$ cat src/rtl/nnue_pkg.sv
package nnue_pkg;

  // default sizes of the network
  localparam int FEATURE_COUNT_DEF = 772;
  localparam int HIDDEN_ONE_DEF    = 256;
  localparam int HIDDEN_TWO_DEF    = 32;
  localparam int WEIGHT_BITS_DEF   = 16;

  // fixed word fields
  localparam int CMD_W      = 2;
  localparam int ADDR_W     = 18;
  localparam int VALUE_W    = 16;
  localparam int FEAT_W     = 10;
  localparam int IN_TDATA_W = 48;
  localparam int SCORE_W    = 32;
  localparam int ACC_W      = 32;
  localparam int ACT_W      = 31;
  localparam int SUM_W      = 64;

  localparam logic signed [SUM_W-1:0] SUM_LIMIT = 64'sh4000_0000_0000_0000;
  localparam logic signed [SUM_W-1:0] ACT_MAX   = 64'sh0000_0000_7fff_ffff;
  localparam logic signed [SUM_W-1:0] SCORE_MAX = 64'sh0000_0000_7fff_ffff;
  localparam logic signed [SUM_W-1:0] SCORE_MIN = -64'sh0000_0000_8000_0000;

  typedef enum logic [CMD_W-1:0] {
    CMD_WRITE = 2'd0,
    CMD_MARK  = 2'd1,
    CMD_EVAL  = 2'd2
  } cmd_t;

  typedef enum logic [3:0] {
    ST_CLEAR,
    ST_IDLE,
    ST_FEAT_RD,
    ST_FEAT_CHK,
    ST_ROW,
    ST_ROW_LAST,
    ST_L1_RD,
    ST_L1_CALC,
    ST_L2_ISSUE,
    ST_DRAIN,
    ST_OUT_RD,
    ST_OUT_L2,
    ST_OUT_MUL,
    ST_OUT_ACC,
    ST_DONE
  } state_t;

  // control for one cell of the partial-sum ring
  typedef struct packed {
    logic clear;
    logic shift;
    logic add;
  } cell_ctrl_t;

  // add with saturation at +-2^62
  function automatic logic signed [SUM_W-1:0] sat_add(input logic signed [SUM_W-1:0] a,
                                                      input logic signed [SUM_W-1:0] b);
    logic signed [SUM_W-1:0] s;
    s = a + b;
    if (s > SUM_LIMIT) return SUM_LIMIT;
    if (s < -SUM_LIMIT) return -SUM_LIMIT;
    return s;
  endfunction

endpackage

$ cat src/rtl/nnue_cell.sv
module nnue_cell (
  input  logic                                      clk,
  input  nnue_pkg::cell_ctrl_t                      ctrl,
  input  logic signed [nnue_pkg::SUM_W-1:0]         sum_in,
  input  logic signed [nnue_pkg::SUM_W-1:0]         addend,
  output logic signed [nnue_pkg::SUM_W-1:0]         sum
);
  import nnue_pkg::*;

  // hold one neuron's partial sum, take the neighbor's on a shift, plus the saturated addend when add is set
  always_ff @(posedge clk) begin
    if (ctrl.clear) begin
      sum <= '0;
    end else if (ctrl.shift) begin
      sum <= ctrl.add ? sat_add(sum_in, addend) : sum_in;
    end
  end

endmodule

$ cat config.mk
export PLATFORM = sky130hd
export DESIGN_NAME = nnue_cell
export DESIGN_NICKNAME = d
export VERILOG_FILES = /design/src/rtl/nnue_pkg.sv /design/src/rtl/nnue_cell.sv
export SDC_FILE = /design/constraint.sdc
export NUM_CORES = 1
export LEC_CHECK = 0
export BUFFER_PORTS_ARGS = -buffer_cell sky130_fd_sc_hd__buf_2
export CORE_UTILIZATION = 51
export DETAILED_ROUTE_END_ITERATION = 8
export PLACE_DENSITY = 0.78
export SLEW_MARGIN = 5
export SYNTH_ARGS = -nofsm -noshare
export SYNTH_HDL_FRONTEND = slang
export SYNTH_SLANG_ARGS = --single-unit
$ cat constraint.sdc
create_clock -name clk -period 9.5 [get_ports clk]
set_input_delay 0.95 -clock clk [delete_from_list [all_inputs] [get_ports clk]]
set_output_delay 0.95 -clock clk [all_outputs]
set_load 0.03 [all_outputs]
Word-level counts from Yosys, hierarchy flattened --
Cells that the tools add are included.
Storage, ports and cells: register bits after elaboration 64, input bits 132, output and inout bits 64
Operators by class: add/sub/neg operators 1, order comparisons 2, muxes and demuxes 12
Operators with widths (count):
- $mux W64 | 5
- $add A64 B64 Y64 | 1
- $gt A64 B64 Y1 const B | 1
- $lt A64 B63 Y1 const B | 1
- $mux W1 | 7

Depth between registers and ports, before layout --
Gate-level depths: netlist (run 1).
word-level depth 11, depth in mapped cells 18, depth with buffers taken out 16

Worst setup path before layout (run 1) --
Ideal clock, no wire load.
path kind in2reg, start point input sum_in[0] in the netlist's numbering, end point register sum[28] in the netlist's numbering, arrival 4.587 ns, data required time 9.431 ns, setup slack 4.844 ns, stages 18, cells stage by stage ha_1 > inv_1 > fa_1 > nand2b_1 > a21o_1 > a21o_1 > a211o_1 > a221oi_1 > o21ai_0 > o311ai_0 > xnor2_1 > nand4_1 > nor4b_1 > and4_1 > o21ai_2 > buf_6 > buf_6 > o21ai_1
On the way: word-level cells in the longest chain between the ends 9, elaborated cells on any way between the ends 14, classes of those cells add/sub (1); order compare (2); mux (11)
RTL lines:
- from (decl) | RTL line nnue_cell.sv:4 | input logic signed [nnue_pkg::SUM_W-1:0] sum_in,
- $add A64 B64 Y64 (*) | RTL line nnue_pkg.sv:60 | s = a + b;
- $lt A64 B63 Y1 | RTL line nnue_pkg.sv:62 | if (s < -SUM_LIMIT) return -SUM_LIMIT;
- $mux W1 (2 in series) | RTL line nnue_pkg.sv:62
- $mux W1 | RTL line nnue_cell.sv:14 | end else if (ctrl.shift) begin
- $mux W1 | RTL line nnue_cell.sv:12 | if (ctrl.clear) begin
- $mux W64 | RTL line nnue_pkg.sv:63 | return s;
- $mux W64 (*) | RTL line nnue_pkg.sv:62
- $mux W64 (*) | RTL line nnue_cell.sv:15 | sum <= ctrl.add ? sat_add(sum_in, addend) : sum_in;
- to (signal assigned) | RTL line nnue_cell.sv:15
- to (decl) | RTL line nnue_cell.sv:6 | output logic signed [nnue_pkg::SUM_W-1:0] sum
Mark *: on every way between the ends. The rest lies on a longest branch, timed or not. The select of a mux whose other input is x is not followed. A chain may end at the register's enable or synchronous reset.

Worst setup path after layout (run 1) --
start point input sum_in[4] in the netlist's numbering, end point register sum[36] in the netlist's numbering
The elaborated chain is that of the path after synthesis.

==> results of run 1 <==
## synth_stat cells, drive strengths merged, types with 4 or more instances
master	number	area, µm²
a211o	4	35.03
a211oi	12	90.09
a21o	26	195.2
a21oi	90	476.7
a221oi	17	155.1
a22oi	49	367.9
a311oi	4	35.03
a31oi	10	62.56
and2	7	43.79
and3	5	31.28
and4	8	70.07
buf	13	107.6
clkbuf	47	176.4
dfxtp	64	1281
ha	63	788.3
inv	16	60.06
nand2	76	285.3
nand2b	4	25.02
nand3	21	105.1
nand4	26	162.7
nor2	61	229.0
nor2b	7	43.79
nor3	35	175.2
nor3b	4	30.03
o211ai	7	52.55
o21a	17	127.6
o21ai	101	618.1
o21bai	5	37.54
o31ai	9	72.57
or3	4	30.03
xnor2	38	332.8
xor2	25	219.0
## tightest hold or removal path, stage by stage (launching register included)
cell	delay, ns
dfxtp_1	0.31
nor2_1	0.08
nor3_1	0.04
## where the power goes
group,switching [mW],total (mW),internal (mW)
clock,0.128,0.335,0.207
combinational,0.346,0.536,0.189
sequential,0.0139,0.308,0.295
## through the flow
| step | area (µm²) | power [mW] | util (%) |
|---|---|---|---|
| floorplan | 6908 | 0.6874 | - |
| global placement | 7850 | 0.8338 | 59.28 |
| detailed placement | 7850 | 0.8356 | 59.28 |
| CTS | 8138 | 1.171 | 61.45 |
| global route | 8138 | 1.237 | 61.45 |
| finish | 8138 | 1.179 | 61.45 |
## layer usage
metal / routed length, µm / global-route usage [%]
met1: 9723 / 40.59
met2: 10650 / 53.64
met3: 1745 / 6.033
met4: 813 / 14.32
met5: 0 / 0
## worst paths after layout
kind                        startpoint                    to  slack, ns  depth (start not counted)
hold reg to reg   sum[54]$_SDFFE_PP0P_  sum[54]$_SDFFE_PP0P_       0.48                          2
hold / removal    sum[54]$_SDFFE_PP0P_  sum[54]$_SDFFE_PP0P_       0.48                          2
setup reg to reg  sum[52]$_SDFFE_PP0P_  sum[52]$_SDFFE_PP0P_       8.74                          2
setup / recovery             sum_in[4]  sum[36]$_SDFFE_PP0P_       3.75                         16
## area by class of cell
type | count | area share (%)
flip-flops and latches | 64 | 15.74
clock buffers | 11 | 2.983
clock inverters | 4 | 0.5535
multi-input cells | 779 | 65.19
repair buffers | 196 | 12.08
well taps | 176 | 2.706
inverters | 16 | 0.7380
## kinds of logic (layout without fill, tap and decap cells)
kind of cell | count (synthesis) | after routing
AO/OA/AOI/OAI | 373 | 373
XOR/XNOR | 63 | 63
adder cells (fa/ha/maj) | 64 | 64
buffers and inverters | 76 | 227
flip-flops | 64 | 64
AND/OR/NAND/NOR | 279 | 279
==> out/metrics.yaml, run 1 <==
status: "finished clean"
final_common_cell: "buf_2"
layout.cells.non_filler: 1246
drc: 0
critPathLaunchType: "primary input"
syn_inst: 919
synth_top_family_by_area: "compound AO/OA/AOI/OAI gates"
dp_cells: 1231
ios: 196
endpoint_kind: "flip-flop"
synthDistinctLibCells: 66
maxCapViolCount: 0
worst_path_largest_cell_delay_ns: 0.71
diodes: 0
cts_setup_buffers: 0
wl_per_cell_um: 18.40
cp_max_fo: 25
cts_root_buf: "clkbuf_16"
cp.required_ns: 9.77
async_flop_share_pct: 0
dieArea_um2: 14010
syn_nets: 1115
worstPathCellList: "buf_2 > ha_1 > a21oi_2 > o21ai_1 > o21ai_0 > a21oi_1 > or4_1 > and3_1 > or3_4 > a221oi_2 > nand4_1 > nor4b_1 > and4_1 > o21ai_4 > buf_4 > o21ai_0"
min_period_ns: 5.747
fill_cells: 1248
synth-edff-count: 0
ys_seq_area_share_pct: 18.55
worstHoldPathType: "flip-flop to flip-flop"
cts_max_path_buffers: 2
top_regs: "sum x64"
drive_gt1_share_pct: 24.11
grt_first_pass_wirelength_um: 36600
cts_tree: "yes"
ant_nets: 0
synthMuxAreaShare_pct: 0
coreArea_um2: 13240
synth-compound-area-share_pct: 36.55
report.final.slew_viol_count: 0
io_buffers: 195
placementRows: 42
crit_family: "simple AND/OR/NAND/NOR gates"
worst_slew_pin_slew_ns: 1.191
synthToLayoutAreaGrowth_pct: 17.80
cp_slowest_cell: "o21ai_0"
synth-main-ff-cell: "dfxtp_1"
numClockSinks: 64
fin_ws_ns: 3.753
p_per_area_nw_per_um2: 144.9
hold_violations: 0
place_ws_ns: 3.461
multiInputGateArea_um2: 5305
leakage_nw: 3.555
drtIter0Drc: 631
htreeDepth: 3
cts.repair.resized: 0
crit_type: "primary input to flip-flop"
clkSlewWorstSetupHoldPaths_ns: 0.05
nets: 1262
ys_warn_count: 0
grt_use_total_pct: 32.31
die_w_um: 118.4
path_common_cell: "o21ai_0"
synth-simple-area-share_pct: 20.23
die_y_um: 118.4
grt_max_degree: 49
synthXorXnorAreaFrac_pct: 7.988
holdWs_ns: 0.4760
overflow: 0
final_cell_mix: "buf_2, a21oi_1, nand2_1"
regArea_um2: 1281
initial_utilization_pct: 52.16
routed_wirelength_um: 22930
num_vias: 7939
clock_skew_ns: 0
arrival_ns: 6.02
synthAdderAreaFrac_pct: 11.70
syn_area_per_cell_um2: 7.517
numCtsBuffers: 9
fmax_mhz: 174.0
finalSetupTns_ns: 0
finalCritPeriodShare_pct: 60.50
firstDrtPassIters: 6
gp_congestion: 0.9973
critPathBufInv: 2
slew_headroom_pct: 20.63
synth_area_um2: 6908
largest_reg_flops: 64
antenna_found_initial: 0
regMostFlops: "sum"
insertion_delay_ns: 0.35
cts_hold_buf: 0
setup_viol: 0
viasPerCell: 6.372
irDropWorstVdd_uv: 99.03
dp_hpwl_um: 18180
grt_setup_unrepaired: "no"
ys_ff_latch: 64
grt_pass1_vias: 7389
Power figures use the tool's default switching activity.
==> run 2, diff against run 1 <==
- clock period: 9.5 -> 5.7 ns (I/O delays scaled with it)
==> out/metrics.yaml, run 2 (synthesized netlist as in run 1, its figures left out) <==
status: "finished clean"
grt_setup_unrepaired: "no"
cts_tree: "yes"
crit_type: "primary input to flip-flop"
cp.required_ns: 5.97
final_cell_mix: "buf_2, a21oi_1, nand2_1"
p_seq_share_pct: 26.8
worstHoldPathType: "primary input to flip-flop"
io_buffers: 195
ant_nets: 0
irDropWorstVdd_uv: 136.3
hold_violations: 0
dieArea_um2: 14010
critPathLaunchType: "primary input"
slew_headroom_pct: 17.72
coreArea_um2: 13240
cts_max_path_buffers: 2
die_y_um: 118.4
viasPerCell: 6.380
clock_power_share_pct: 26.6
dp_hpwl_um: 18180
p_per_area_nw_per_um2: 236.4
final_common_cell: "buf_2"
routed_wirelength_um: 22920
antenna_found_initial: 0
switching_share_pct: 42.20
regMostFlops: "sum"
grt_max_degree: 49
combPwrFrac_pct: 46.6
numClockSinks: 64
numCtsBuffers: 9
clock_skew_ns: 0
report.final.slew_viol_count: 0
placementRows: 42
maxCapViolCount: 0
drtIter0Drc: 693
worst_slew_pin_slew_ns: 1.231
cts_setup_buffers: 0
htreeDepth: 3
overflow: 0
firstDrtPassIters: 5
num_vias: 7950
p_int_mw: 1.108
grt_pass1_vias: 7267
grt_first_pass_wirelength_um: 36860
min_period_ns: 4.890
grt_use_total_pct: 32.80
leakage_nw: 3.540
cts.repair.resized: 0
setup_viol: 0
cts_hold_buf: 0
diodes: 0
initial_utilization_pct: 52.16
holdWs_ns: 0.4622
synthToLayoutAreaGrowth_pct: 17.44
p_switching_mw: 0.8092
reg2reg_slack_ns: 4.96
cp_max_fo: 30
clkSlewWorstSetupHoldPaths_ns: 0.06
finalSetupTns_ns: 0
nets: 1263
largest_reg_flops: 64
die_w_um: 118.4
gp_congestion: 1.008
finalCritPeriodShare_pct: 85.80
top_regs: "sum x64"
wl_per_cell_um: 18.39
drc: 0
fmax_mhz: 204.5
ios: 196
endpoint_kind: "flip-flop"
drive_gt1_share_pct: 23.93
fin_util_pct: 61.26
arrival_ns: 5.16
power_mw: 1.918
insertion_delay_ns: 0.35
cts_root_buf: "clkbuf_16"
[run 2: final timing paths]
kind                             start                   end  depth (start not counted)
setup / recovery             sum_in[0]  sum[36]$_SDFFE_PP0P_                         17
hold / removal              sum_in[41]  sum[41]$_SDFFE_PP0P_                          3
setup reg to reg  sum[60]$_SDFFE_PP0P_  sum[60]$_SDFFE_PP0P_                          2
hold reg to reg   sum[61]$_SDFFE_PP0P_  sum[61]$_SDFFE_PP0P_                          2
[run 2: layer usage]
layer | GRT usage, % | vias to the layer above | part of all wire, %
met3 | 5.840 | 57 | 8.5
met2 | 52.21 | 411 | 45
met5 | 0 | - | 0
met4 | 15.19 | 0 | 3.7
li1 | - | 3791 | -
met1 | 43.01 | 3691 | 43
[run 2: per-stage QoR]
| step | area, µm² | setup slack [ns] | cells |
|---|---|---|---|
| 2_1_floorplan | 6908 | 1.424 | 919 |
| 3_3_place_gp | 7858 | 0.6626 | 1232 |
| 3_5_place_dp | 7858 | 0.5560 | 1232 |
| 4_1_cts | 8113 | 0.8876 | 1246 |
| 5_1_grt | 8113 | 0.4960 | 1246 |
| 6_report | 8113 | 0.8097 | 1246 |
[run 2: power by group through the flow]
stage               clock, mW  combinational (mW)  sequential, mW
floorplan                   0               0.541           0.605
global placement            0               0.874           0.522
detailed placement          0               0.872           0.522
CTS                     0.513               0.876           0.513
global route            0.534               0.966           0.518
finish                  0.510               0.894           0.514
[run 2: cell type report]
type / instances / area (µm²)
flip-flops and latches: 64 / 1281
multi-input cells: 779 / 5305
clock buffers: 13 / 250.2
fillers: 1208 / 5130
inverters: 16 / 60.06
clock inverters: 1 / 5.005
repair buffers: 197 / 991.0
well taps: 176 / 220.2
[run 2: critical path, stage by stage]
cell	delay, ns
buf_2	0.09
ha_1	0.19
inv_1	0.07
fa_1	0.39
nand2b_1	0.20
a21o_1	0.19
a21o_1	0.19
a211o_1	0.33
a221oi_1	0.49
o21ai_0	0.32
o21ai_0	0.54
a31oi_1	0.19
nor4bb_1	0.45
and4_1	0.37
o21ai_4	0.07
buf_4	0.27
o21ai_0	0.21
